### src/rtl/ilg_pkg.sv
// Shared types, constants and constant functions of the input levels and gamma block.
`default_nettype none

package ilg_pkg;

  // Pixel width and full-scale value.
  localparam int unsigned PIXEL_BITS = 8;
  localparam logic [PIXEL_BITS-1:0] PIX_MAX = '1;

  // Register widths and the APB address width.
  localparam int unsigned LVL_W   = 11;
  localparam int unsigned GAM_W   = 12;
  localparam int unsigned PADDR_W = 4;
  localparam int unsigned PDATA_W = 32;

  // Effective register limits and reset values.
  localparam logic [LVL_W-1:0] BLACK_MAX   = 11'd1014;
  localparam logic [LVL_W-1:0] WHITE_MAX   = 11'd1024;
  localparam logic [LVL_W-1:0] LEVEL_GAP   = 11'd10;
  localparam logic [GAM_W-1:0] GAMMA_MIN   = 12'd26;
  localparam logic [GAM_W-1:0] GAMMA_MAX   = 12'd2560;
  localparam logic [LVL_W-1:0] BLACK_RESET = 11'd0;
  localparam logic [LVL_W-1:0] WHITE_RESET = 11'd1024;
  localparam logic [GAM_W-1:0] GAMMA_RESET = 12'd256;

  // Datapath widths.
  localparam int unsigned DEN_W     = PIXEL_BITS + 10;
  localparam int unsigned NUM_W     = PIXEL_BITS + 11;
  localparam int unsigned VQ_W      = 32;
  localparam int unsigned K_W       = 5;
  localparam int unsigned FRAC_BITS = 20;
  localparam int unsigned L_W       = FRAC_BITS + 6;
  localparam int unsigned E_W       = L_W + 8;
  localparam int unsigned EI_W      = E_W - FRAC_BITS;
  localparam int unsigned R_W       = VQ_W + 1;
  localparam int unsigned SH_W      = $clog2(R_W);

  // Register indexes on the APB port.
  typedef enum logic [1:0] {
    REG_BLACK = 2'd0,
    REG_WHITE = 2'd1,
    REG_GAMMA = 2'd2
  } reg_idx_e;

  // Effective configuration handed to the datapath.
  typedef struct packed {
    logic [DEN_W-1:0] black_scaled;
    logic [DEN_W-1:0] range;
    logic [GAM_W-1:0] gamma;
  } cfg_t;

  // Early decisions that bypass the power computation.
  typedef struct packed {
    logic zero;
    logic sat;
  } flags_t;

  // Floor square root of a 64-bit value.
  function automatic logic [63:0] isqrt64(input logic [63:0] a);
    logic [63:0] a_v;
    logic [63:0] res;
    logic [63:0] bt;
    a_v = a;
    res = '0;
    bt  = 64'd1 << 62;
    for (int i = 0; i < 32; i++) begin
      if (a_v >= res + bt) begin
        a_v = a_v - (res + bt);
        res = (res >> 1) + bt;
      end else begin
        res = res >> 1;
      end
      bt = bt >> 2;
    end
    return res;
  endfunction

  // Q0.32 factor 2^(-2^-j), built by repeated square roots.
  function automatic logic [63:0] exp_coef(input int j);
    logic [63:0] c;
    c = isqrt64(64'd1 << 63);
    for (int i = 1; i < FRAC_BITS; i++) begin
      if (i < j) begin
        c = isqrt64(c << 32);
      end
    end
    return c;
  endfunction

endpackage

`default_nettype wire

### src/rtl/ilg_cfg.sv
// APB register file and derivation of the effective black, white and gamma values.
`default_nettype none

module ilg_cfg (
  input  wire logic                          clk_i,
  input  wire logic                          rst_ni,
  input  wire logic                          psel_i,
  input  wire logic                          penable_i,
  input  wire logic                          pwrite_i,
  input  wire logic [ilg_pkg::PADDR_W-1:0]   paddr_i,
  input  wire logic [ilg_pkg::PDATA_W-1:0]   pwdata_i,
  output logic      [ilg_pkg::PDATA_W-1:0]   prdata_o,
  output ilg_pkg::cfg_t                      cfg_o
);
  import ilg_pkg::*;

  logic [LVL_W-1:0] black_q;
  logic [LVL_W-1:0] white_q;
  logic [GAM_W-1:0] gamma_q;
  logic             wr_en;
  reg_idx_e         idx;
  logic [LVL_W-1:0] b0, w0, b1, w1;
  logic [GAM_W-1:0] g_eff;
  cfg_t             cfg_d, cfg_q;

  assign wr_en = psel_i & penable_i & pwrite_i;
  assign idx   = reg_idx_e'(paddr_i[3:2]);

  // Register writes.
  always_ff @(posedge clk_i or negedge rst_ni) begin
    if (!rst_ni) begin
      black_q <= BLACK_RESET;
      white_q <= WHITE_RESET;
      gamma_q <= GAMMA_RESET;
    end else if (wr_en) begin
      case (idx)
        REG_BLACK: black_q <= pwdata_i[LVL_W-1:0];
        REG_WHITE: white_q <= pwdata_i[LVL_W-1:0];
        REG_GAMMA: gamma_q <= pwdata_i[GAM_W-1:0];
        default: ;
      endcase
    end
  end

  // Register reads.
  always_comb begin
    case (idx)
      REG_BLACK: prdata_o = PDATA_W'(black_q);
      REG_WHITE: prdata_o = PDATA_W'(white_q);
      REG_GAMMA: prdata_o = PDATA_W'(gamma_q);
      default:   prdata_o = '0;
    endcase
  end

  // Clamp the levels and gamma, keep the minimum gap and scale by the pixel full scale.
  always_comb begin
    b0 = (black_q > BLACK_MAX) ? BLACK_MAX : black_q;
    w0 = (white_q > WHITE_MAX) ? WHITE_MAX : white_q;
    if (b0 + LEVEL_GAP > w0) begin
      b1 = (w0 >= LEVEL_GAP) ? w0 - LEVEL_GAP : '0;
    end else begin
      b1 = b0;
    end
    w1 = (w0 < b1 + LEVEL_GAP) ? b1 + LEVEL_GAP : w0;
    if (gamma_q < GAMMA_MIN) begin
      g_eff = GAMMA_MIN;
    end else if (gamma_q > GAMMA_MAX) begin
      g_eff = GAMMA_MAX;
    end else begin
      g_eff = gamma_q;
    end
    cfg_d.black_scaled = DEN_W'(PIX_MAX) * DEN_W'(b1);
    cfg_d.range        = DEN_W'(PIX_MAX) * DEN_W'(w1 - b1);
    cfg_d.gamma        = g_eff;
  end

  always_ff @(posedge clk_i or negedge rst_ni) begin
    if (!rst_ni) begin
      cfg_q.black_scaled <= '0;
      cfg_q.range        <= DEN_W'(PIX_MAX) * DEN_W'(WHITE_RESET);
      cfg_q.gamma        <= GAMMA_RESET;
    end else begin
      cfg_q <= cfg_d;
    end
  end

  assign cfg_o = cfg_q;

endmodule

`default_nettype wire

### config.mk
export PLATFORM = sky130hd
export DESIGN_NAME = ilg_cfg
export DESIGN_NICKNAME = d
export VERILOG_FILES = /design/src/rtl/ilg_pkg.sv /design/src/rtl/ilg_cfg.sv
export SDC_FILE = /design/constraint.sdc
export NUM_CORES = 1
export LEC_CHECK = 0
export BUFFER_PORTS_ARGS = -buffer_cell sky130_fd_sc_hd__buf_4
export CAP_MARGIN = 20
export CORE_MARGIN = 5
export CORE_UTILIZATION = 55
export CTS_CLUSTER_DIAMETER = 50
export DETAILED_ROUTE_END_ITERATION = 16
export PLACE_DENSITY_LB_ADDON = 0.25
export REMOVE_ABC_BUFFERS = 1
export SETUP_SLACK_MARGIN = 0.4
export SLEW_MARGIN = 20
export SYNTH_ARGS = -nofsm -noshare
export SYNTH_HDL_FRONTEND = slang
export SYNTH_SLANG_ARGS = --single-unit
### constraint.sdc
create_clock -name clk_i -period 19.2 [get_ports clk_i]
set_input_delay 1.92 -clock clk_i [delete_from_list [all_inputs] [get_ports clk_i]]
set_output_delay 1.92 -clock clk_i [all_outputs]
set_load 0.05 [all_outputs]
==> metrics.cfg <==
[place]
gp_congestion = 0.878
portBuffers = 78
placed_cells = 1229
dpl_cell_area_um2 = 9910
dp_hpwl_mm = 14.8

[timing]
timing.hold.ws_ps = 502
max_clock_freq_ghz = 0.0761
slew_headroom_pct = 33.0
worst_pin_slew_ps = 977
hold_viol = 0
finalCritPeriodShare_pct = 68.5
slew_violations = 0
finalSetupViolCount = 0
tns_ps = 0
finalClockSkew_ps = 10.8
rsz0062_at_grt = false
fin_crit_ps = 13150

[yosys]
synth_edf_count = 0
ys.flop_type = dfrtp_1
post_synth_instance_area_um2 = 9170
yosysSeqAreaShare_pct = 22.5
async_flop_share_pct = 100
synth.most_common_cell = inv_1
synthDominantCellAreaShare_pct = 20.1
synth_cells = 947
yosysWarnings = 0
ys_types = 71
synth_area_leaders = fa_1 20%, dfrtp_1 19%, ha_1 15%
syn_area_per_cell_um2 = 9.69
synthTopCellsByCount = 174 x inv_1, 111 x ha_1, 92 x fa_1, 71 x dfrtp_1, 67 x nand2_1
ys_seq_elements = 82
synth_top_cell_by_area = fa_1

[worst_setup_path]
cp-start-kind = flip-flop
cpPeakStageDelay_ps = 730
timing.rr.start = black_q[7]
worstPathArrival_ps = 13430
crit_buf_inv = 5
critPathMaxFanout = 24
reg2reg_depth = 55
critPathTopFamily = compound AO/OA/AOI/OAI gates
crit_type = reg2reg
r2r-end = cfg_o[29]
required_ps = 19490
crit_top_cell = a21oi_1
rrSetupSlack_ps = 6050
slowest_stage = a21oi_1
endpoint_kind = flip-flop

[clocking]
worstSkewPairLatency_ps = 350
clock-sinks = 82
cts_setup_buffers = 0
path_clk_slew_ps = 70
root_buffer = clkbuf_16
ctsLongestPathBuffers = 2
cts_tree = done
htree_num_levels = 3
cts_buffers = 9
hold_buffers = 0
postCtsResizedCells = 0

[detailed_routing]
drt-initial-drc-count = 298
vias = 6541
firstDrtPassIters = 5
wl_per_cell_um = 14.6
drt-total-wl_mm = 18.2
antenna_left = 0
drc_errors = 0
vias_per_cell = 5.25

[worst_hold_path]
worstHoldStart = gamma_q[11]
whs_endpoint = cfg_o[11]
min_delay_path_depth = 0
hold_class = reg2reg

[floorplanning]
start_util_pct = 55.7
io-pin-count = 121
die_y_um = 139
dieArea_um2 = 19400
fp.coreArea_um2 = 16500
die_x_um = 139
row_count = 47

[global_route]
grt_start_max_net_pins = 83
first_global_vias = 6884
antenna_found_initial = 0
grt_pass1_wl_mm = 32.7
grt_use_total_pct = 20.3
grt_overflow_total = 0

[final_layout]
fin_cells = 1245
syn_to_final_growth_pct = 11.5
antenna_cells = 0
layout-drive-gt1-share_pct = 15.9
finalInstanceArea_um2 = 10200
nNetsFinal = 1264

[flow_run]
drv_cap = 0

[run_status]
status = finished, final reports clean

flip-flops by register name, indices dropped and copies added, names as in the netlist:
register / flops
white_q: 11
black_q: 11
gamma_q: 12
cfg_o: 48
layout make-up:
type                    count  area (µm²)
clock buffers               9         225
clock inverters             7        92.6
fillers                  1391        6230
inverters                 177         664
multi-input cells         668        6290
flip-flops and latches     82        2070
well taps                 220         275
repair buffers             82         619
how the worst max path moves through the flow:
stage,startpoint,endpoint,slack (ps),cells past startpoint
after floorplan,black_q[8],cfg_o[29],6950,53
after global placement,black_q[8],cfg_o[29],6060,55
after detailed placement,black_q[7],cfg_o[29],5840,55
after CTS,black_q[7],cfg_o[29],5810,55
after global routing,black_q[7],cfg_o[29],4650,53
final,black_q[7],cfg_o[29],6050,55
stage by stage:
stage / setup slack [ps] / util, %
2_1_floorplan: 6950 / -
3_3_place_gp: 6060 / 60.2
3_5_place_dp: 5840 / 60.2
4_1_cts: 5810 / 62.1
5_1_grt: 4650 / 62.1
6_report: 6050 / 62.1
metal layers:
metal	wire (µm)	global-route usage (%)	up-vias
met5	0	0	-
met4	265	5.61	0
met3	642	2.90	22
met2	8840	33.5	109
met1	8470	28.1	3210
li1	-	-	3200
placed cells by master, fill, tap and decap left out, drive strengths merged, types with 8 or more instances in the layout:
cell type and n:
a21o 12, a21oi 42, and2 8, buf 82
clkbuf 9, conb 20, dfrtp 71, dfstp 11
fa 92, ha 111, inv 182, mux2 33
mux2i 16, nand2 67, nand3 11, nor2 39
nor2b 11, nor3 10, o21ai 50, xnor2 45
xor2 17
cells by family after synthesis:
logic type | share of synthesized area [%]
multiplexers | 5.80
other | 0.0409
flip-flops | 22.5
adder cells (fa/ha/maj) | 35.3
buffers and inverters | 9.75
AND/OR/NAND/NOR | 9.62
XOR/XNOR | 6.08
AO/OA/AOI/OAI | 10.9
Power is not shown: default switching activity piles up to over one toggle a cycle in this logic, so the estimate is an artifact.
