===== config.mk =====
export PLATFORM = sky130hd
export DESIGN_NAME = ilg_front
export DESIGN_NICKNAME = d
export VERILOG_FILES = /design/src/rtl/ilg_pkg.sv /design/src/rtl/ilg_front.sv
export SDC_FILE = /design/constraint.sdc
export NUM_CORES = 2
export LEC_CHECK = 0
export ABC_AREA = 0
export BUFFER_PORTS_ARGS = -buffer_cell sky130_fd_sc_hd__buf_4
export CORE_AREA = 3 3 523 525
export CTS_CLUSTER_DIAMETER = 50
export DETAILED_ROUTE_END_ITERATION = 12
export DIE_AREA = 0 0 526 528
export HOLD_SLACK_MARGIN = 0.15
export SETUP_SLACK_MARGIN = 0.3
export SLEW_MARGIN = 25
export SYNTH_ARGS = -nofsm -noshare
export SYNTH_HDL_FRONTEND = slang
export SYNTH_SLANG_ARGS = --single-unit

===== constraint.sdc =====
create_clock -name clk_i -period 3.3 [get_ports clk_i]
set_input_delay 0.33 -clock clk_i [delete_from_list [all_inputs] [get_ports clk_i]]
set_output_delay 0.33 -clock clk_i [all_outputs]
set_load 0.01 [all_outputs]

===== src/rtl/ilg_pkg.sv =====
// Shared types, constants and constant functions of the input levels and gamma block.
`default_nettype none

package ilg_pkg;

  // Pixel width and full-scale value.
  localparam int unsigned PIXEL_BITS = 8;
  localparam logic [PIXEL_BITS-1:0] PIX_MAX = '1;

  // Register widths and the APB address width.
  localparam int unsigned LVL_W   = 11;
  localparam int unsigned GAM_W   = 12;
  localparam int unsigned PADDR_W = 4;
  localparam int unsigned PDATA_W = 32;

  // Effective register limits and reset values.
  localparam logic [LVL_W-1:0] BLACK_MAX   = 11'd1014;
  localparam logic [LVL_W-1:0] WHITE_MAX   = 11'd1024;
  localparam logic [LVL_W-1:0] LEVEL_GAP   = 11'd10;
  localparam logic [GAM_W-1:0] GAMMA_MIN   = 12'd26;
  localparam logic [GAM_W-1:0] GAMMA_MAX   = 12'd2560;
  localparam logic [LVL_W-1:0] BLACK_RESET = 11'd0;
  localparam logic [LVL_W-1:0] WHITE_RESET = 11'd1024;
  localparam logic [GAM_W-1:0] GAMMA_RESET = 12'd256;

  // Datapath widths.
  localparam int unsigned DEN_W     = PIXEL_BITS + 10;
  localparam int unsigned NUM_W     = PIXEL_BITS + 11;
  localparam int unsigned VQ_W      = 32;
  localparam int unsigned K_W       = 5;
  localparam int unsigned FRAC_BITS = 20;
  localparam int unsigned L_W       = FRAC_BITS + 6;
  localparam int unsigned E_W       = L_W + 8;
  localparam int unsigned EI_W      = E_W - FRAC_BITS;
  localparam int unsigned R_W       = VQ_W + 1;
  localparam int unsigned SH_W      = $clog2(R_W);

  // Register indexes on the APB port.
  typedef enum logic [1:0] {
    REG_BLACK = 2'd0,
    REG_WHITE = 2'd1,
    REG_GAMMA = 2'd2
  } reg_idx_e;

  // Effective configuration handed to the datapath.
  typedef struct packed {
    logic [DEN_W-1:0] black_scaled;
    logic [DEN_W-1:0] range;
    logic [GAM_W-1:0] gamma;
  } cfg_t;

  // Early decisions that bypass the power computation.
  typedef struct packed {
    logic zero;
    logic sat;
  } flags_t;

  // Floor square root of a 64-bit value.
  function automatic logic [63:0] isqrt64(input logic [63:0] a);
    logic [63:0] a_v;
    logic [63:0] res;
    logic [63:0] bt;
    a_v = a;
    res = '0;
    bt  = 64'd1 << 62;
    for (int i = 0; i < 32; i++) begin
      if (a_v >= res + bt) begin
        a_v = a_v - (res + bt);
        res = (res >> 1) + bt;
      end else begin
        res = res >> 1;
      end
      bt = bt >> 2;
    end
    return res;
  endfunction

  // Q0.32 factor 2^(-2^-j), built by repeated square roots.
  function automatic logic [63:0] exp_coef(input int j);
    logic [63:0] c;
    c = isqrt64(64'd1 << 63);
    for (int i = 1; i < FRAC_BITS; i++) begin
      if (i < j) begin
        c = isqrt64(c << 32);
      end
    end
    return c;
  endfunction

endpackage

`default_nettype wire


===== src/rtl/ilg_front.sv =====
// Levels stage: offset, range compare, bit-per-stage divider and normalization.
`default_nettype none

module ilg_front (
  input  wire logic                             clk_i,
  input  wire logic                             rst_ni,
  input  wire logic                             en_i,
  input  wire logic                             valid_i,
  input  wire logic [ilg_pkg::PIXEL_BITS-1:0]   pixel_i,
  input  ilg_pkg::cfg_t                         cfg_i,
  output logic                                  valid_o,
  output ilg_pkg::flags_t                       flags_o,
  output logic      [ilg_pkg::VQ_W-1:0]         mant_o,
  output logic      [ilg_pkg::K_W-1:0]          shift_o
);
  import ilg_pkg::*;

  // Leading zero count of a nonzero word.
  function automatic logic [K_W-1:0] lzc(input logic [VQ_W-1:0] v);
    logic [K_W-1:0] n;
    n = '0;
    for (int i = 0; i < VQ_W; i++) begin
      if (v[i]) begin
        n = K_W'(VQ_W - 1 - i);
      end
    end
    return n;
  endfunction

  logic                    x_v_q;
  logic [PIXEL_BITS-1:0]   x_q;
  logic signed [NUM_W-1:0] num;
  logic                    num_zero, num_sat;

  logic                    dv_q  [0:VQ_W];
  flags_t                  dfl_q [0:VQ_W];
  logic [DEN_W-1:0]        rem_q [0:VQ_W];
  logic [VQ_W-1:0]         quo_q [0:VQ_W];

  // Input register.
  always_ff @(posedge clk_i or negedge rst_ni) begin
    if (!rst_ni) begin
      x_v_q <= 1'b0;
    end else if (en_i) begin
      x_v_q <= valid_i;
    end
  end

  always_ff @(posedge clk_i) begin
    if (en_i) begin
      x_q <= pixel_i;
    end
  end

  // Offset by the black point and compare against the range.
  assign num = signed'({1'b0, x_q, 10'b0}) - signed'({1'b0, cfg_i.black_scaled});
  assign num_zero = num[NUM_W-1] | (num == '0);
  assign num_sat  = !num_zero && (num[NUM_W-2:0] >= cfg_i.range);

  always_ff @(posedge clk_i or negedge rst_ni) begin
    if (!rst_ni) begin
      dv_q[0] <= 1'b0;
    end else if (en_i) begin
      dv_q[0] <= x_v_q;
    end
  end

  always_ff @(posedge clk_i) begin
    if (en_i) begin
      dfl_q[0].zero <= num_zero;
      dfl_q[0].sat  <= num_sat;
      rem_q[0]      <= (num_zero | num_sat) ? '0 : num[DEN_W-1:0];
      quo_q[0]      <= '0;
    end
  end

  // Restoring divider, one quotient bit per stage.
  for (genvar s = 0; s < VQ_W; s++) begin : g_div
    logic [DEN_W:0] trial;
    logic           ge;

    assign trial = {rem_q[s], 1'b0};
    assign ge    = trial >= {1'b0, cfg_i.range};

    always_ff @(posedge clk_i or negedge rst_ni) begin
      if (!rst_ni) begin
        dv_q[s+1] <= 1'b0;
      end else if (en_i) begin
        dv_q[s+1] <= dv_q[s];
      end
    end

    always_ff @(posedge clk_i) begin
      if (en_i) begin
        dfl_q[s+1] <= dfl_q[s];
        rem_q[s+1] <= ge ? DEN_W'(trial - {1'b0, cfg_i.range}) : trial[DEN_W-1:0];
        quo_q[s+1] <= {quo_q[s][VQ_W-2:0], ge};
      end
    end
  end

  // Normalize the quotient so its top bit is set.
  logic [K_W-1:0] lz;
  assign lz = lzc(quo_q[VQ_W]);

  always_ff @(posedge clk_i or negedge rst_ni) begin
    if (!rst_ni) begin
      valid_o <= 1'b0;
    end else if (en_i) begin
      valid_o <= dv_q[VQ_W];
    end
  end

  always_ff @(posedge clk_i) begin
    if (en_i) begin
      flags_o <= dfl_q[VQ_W];
      mant_o  <= quo_q[VQ_W] << lz;
      shift_o <= lz;
    end
  end

endmodule

`default_nettype wire


==> qor.txt <==
input/output buffers -> 87
CTS sink cnt -> 1252
Slowest-stage cell, CP -> edfxtp_1
Setup crit end kind -> flop
Vias -> 52800
CTS root buf -> clkbuf_16
DR vias/cell -> 4.80
CTS tree -> yes
Post-synth top flop -> edfxtp_1
number of core rows -> 191
final design utilization -> 0.355
# nets final -> 7988
clock-pin slew on the worst setup and hold paths -> 0.06 ns
WL/cell -> 17.4 um
maximum clock path buffer count -> 4
Yosys top cell by area -> edfxtp_1
number of enable flip-flop cells after synthesis -> 1217
HP Class -> in -> reg
1st-iter DRT viols -> 3455
YS warnings -> 0
Die H -> 528 um
Required @ worst endpoint -> 3.85 ns
largest net degree at the start of global routing -> 153
syn_nets -> 6664
core area -> 270000 sq um
CP delay by family, top -> compound AO/OA/AOI/OAI gates
most common cell in the netlist -> edfxtp_1
Max IR drop VDD -> 461 uV
Final Max Slew Viols -> 0
Seq. cell area -> 37400 sq um
worst path arrival time -> 3.89 ns
Worst-Margin Slew -> 0.861 ns
top cells by count, synth -> 1217 x edfxtp_1, 602 x ha_1, 474 x nor2_1, 394 x mux2_2, 360 x a21oi_1
crit-path cells -> ha_4 -> nand3b_1 -> o41ai_2 -> buf_4 -> a21oi_2 -> o21bai_1 -> xor2_1 -> ha_1 -> a21o_1 -> a21oi_2 -> nand2_1 -> a31oi_1 -> a31oi_2 -> a31o_4 -> nor2b_1
FILL cells -> 25900
Setup violations, final -> 12
Mapped Cells -> 5971
final hold viol count -> 0
Worst path most repeated cell -> a21oi_2
final hold slack -> 0.214 ns
Worst path max stage delay -> 0.41 ns
RSZ-0062 raised after global routing -> true
CTS Buf Count -> 166
top achievable clock speed -> 299 MHz
initial core utilization -> 0.269
first-pass GRT wire length -> 292000 um
Post-synth ARST share -> 0.0280
top cell type's share of synthesized area -> 0.503
total die area -> 278000 sq um
clk_lat worst skew -> 0.83 ns
FF+latch count, synth -> 1252
Post-Syn Area -> 72600 sq um
Final WS setup -> -0.0408 ns
Max-slew headroom -> 0.426
Max FO, Critical Path -> 8
I/O pins -> 100
failing checks -> setup timing
LEAKAGE -> 0.0378 uW
Max Cap Viol -> 0
DP Wirelength -> 134000 um
Yosys cell types -> 89
drt total wl -> 192000 um
vias in the first global route -> 53000
minimum clock period -> 3.34 ns
clk_skew -> 0.0628 ns
PwrDens -> 978 nW/um^2
share of cells above drive strength 1 -> 0.314
DR pass1 iterations -> 5
H-tree depth -> 4
post-synthesis sequential area ratio -> 0.516
dpl ws -> -0.541 ns
placer congestion estimate -> 0.905
GRT Resource Usage Total -> 0.130
antenna violations before repair -> 3
die width -> 526 um
Design Power -> 93800 uW
DRC Markers -> 0
CP bufs+invs -> 1
Startpoint Class -> flop
Area contributors post-synth -> edfxtp_1 50%, ha_1 10%, mux2_2 6.1%, xnor2_1 3.1%, a21oi_1 2.5%
CP Class -> reg -> reg
area of the multi-input gates -> 37000 sq um
gr ovfl total -> 0
status -> finished with violations
Layout area overhead -> 32.1%
fin crit share -> 1.01
syn_area_per_cell -> 12.2 sq um
ANT nets after route -> 0
-- worst min-delay path: stages --
cell and delay, ns:
buf_4 0.11, inv_1 0.04, ha_1 0.18, inv_1 0.07
nor3_2 0.15
-- per-stage QoR --
step           cells  area, sq um  setup TNS, ns
3_3_place_gp   10500        85300        -179.24
4_1_cts        10900        92900              0
2_1_floorplan   5971        72900         -83.07
6_report       11000        95900         -0.217
3_5_place_dp   10500        85300        -192.90
5_1_grt        11000        95900          -7.98
-- metal layers --
layer,part of all wire,vias to the layer above,track usage
li1,-,25600,-
met1,0.43,25700,0.165
met2,0.48,1124,0.222
met3,0.044,395,0.0203
met4,0.041,0,0.0513
met5,0,-,0
-- repair_timing --
action / 4_1_cts / 5_1_grt
hold endpoints to repair: 121 / 0
endpoints found under the setup margin: 434 / 589
resized for setup: 203 / 409
hold buffers: 22 / 0
pin swaps: 58 / 123
setup buffers: 86 / 108
gates cloned: 19 / 10
-- sequential cells by signal (all words and copies together) (netlist names) --
name / cells
dfl_q: 66
mant_o: 32
flags_o: 2
shift_o: 5
x_v_q: 1
x_q: 8
dv_q: 33
valid_o: 1
quo_q: 528
rem_q: 576
-- cells in the final DEF, fill, tap and decap left out, types with 23 or more instances in the layout --
cell type  netlist  final
a21o_1         107    107
a21oi_1        360    337
a31oi_1         45     42
and3_1          36     33
and4_1          28     28
buf_12           0     73
buf_4            8   1063
buf_6            5     57
clkbuf_16        0    177
dfrtp_1         35     35
edfxtp_1      1217   1217
fa_1            31     30
ha_1           602    563
ha_4             0     38
inv_1          196    176
mux2_2         394    241
mux2_4           8    180
mux2i_1         87     41
mux2i_4          0     26
nand2_1        273    271
nand2b_1        88     88
nand3_1         97     95
nand4_1         64     64
nor2_1         474    460
nor2b_1        121    101
nor3_1         189    176
nor4_1          45     39
o211ai_1        39     39
o21a_1          97     97
o21ai_0        271    248
o21ai_2          2     23
o31a_1          37     37
o31ai_1         30     24
or2_2           56     54
or3_1           72     66
xnor2_1        261    261
xor2_1         123    123
-- final timing paths --
kind                       slack, ns  cells past startpoint       endpoint     startpoint
setup / recovery               -0.04                     15    dfl_q[0][0]         x_q[1]
hold / removal                  0.21                      5    rem_q[0][1]      cfg_i[31]
setup reg to reg               -0.04                     15    dfl_q[0][0]         x_q[1]
hold reg to reg                 0.37                      0  quo_q[0][706]  quo_q[0][673]
max in group asynchronous       2.55                      4       dv_q[24]         rst_ni
min in group asynchronous       0.57                      4        dv_q[1]         rst_ni
-- where the power goes --
group	internal (uW)	switching (uW)	leakage [uW]	total, uW
sequential	24400	2980	0.0123	27400
combinational	26300	22500	0.0229	48800
clock	10600	7120	0.00260	17700
total	61200	32600	0.0378	93800
-- cell families (layout without fill, tap and decap cells) --
family                   after synthesis  after routing  share of synthesized area
other                                  0              1                          0
AND/OR/NAND/NOR                     1644           1648                      0.114
flip-flops                          1252           1252                      0.516
buffers and inverters                285           1727                     0.0161
AO/OA/AOI/OAI                       1265           1266                      0.118
XOR/XNOR                             384            384                     0.0463
adder cells (fa/ha/maj)              633            633                      0.112
multiplexers                         508            508                     0.0777
-- layout make-up --
cell class | instances | share of cell area
sequential | 1252 | 0.390
tap | 3570 | 0.0466
multi-input combinational | 4439 | 0.385
timing repair buffer | 1238 | 0.114
inverter | 198 | 0.00813
clock buffer | 189 | 0.0447
clock inverter | 102 | 0.0114
antenna | 1 | 0.0000261
Note: power is estimated with default switching activity, not from simulation.
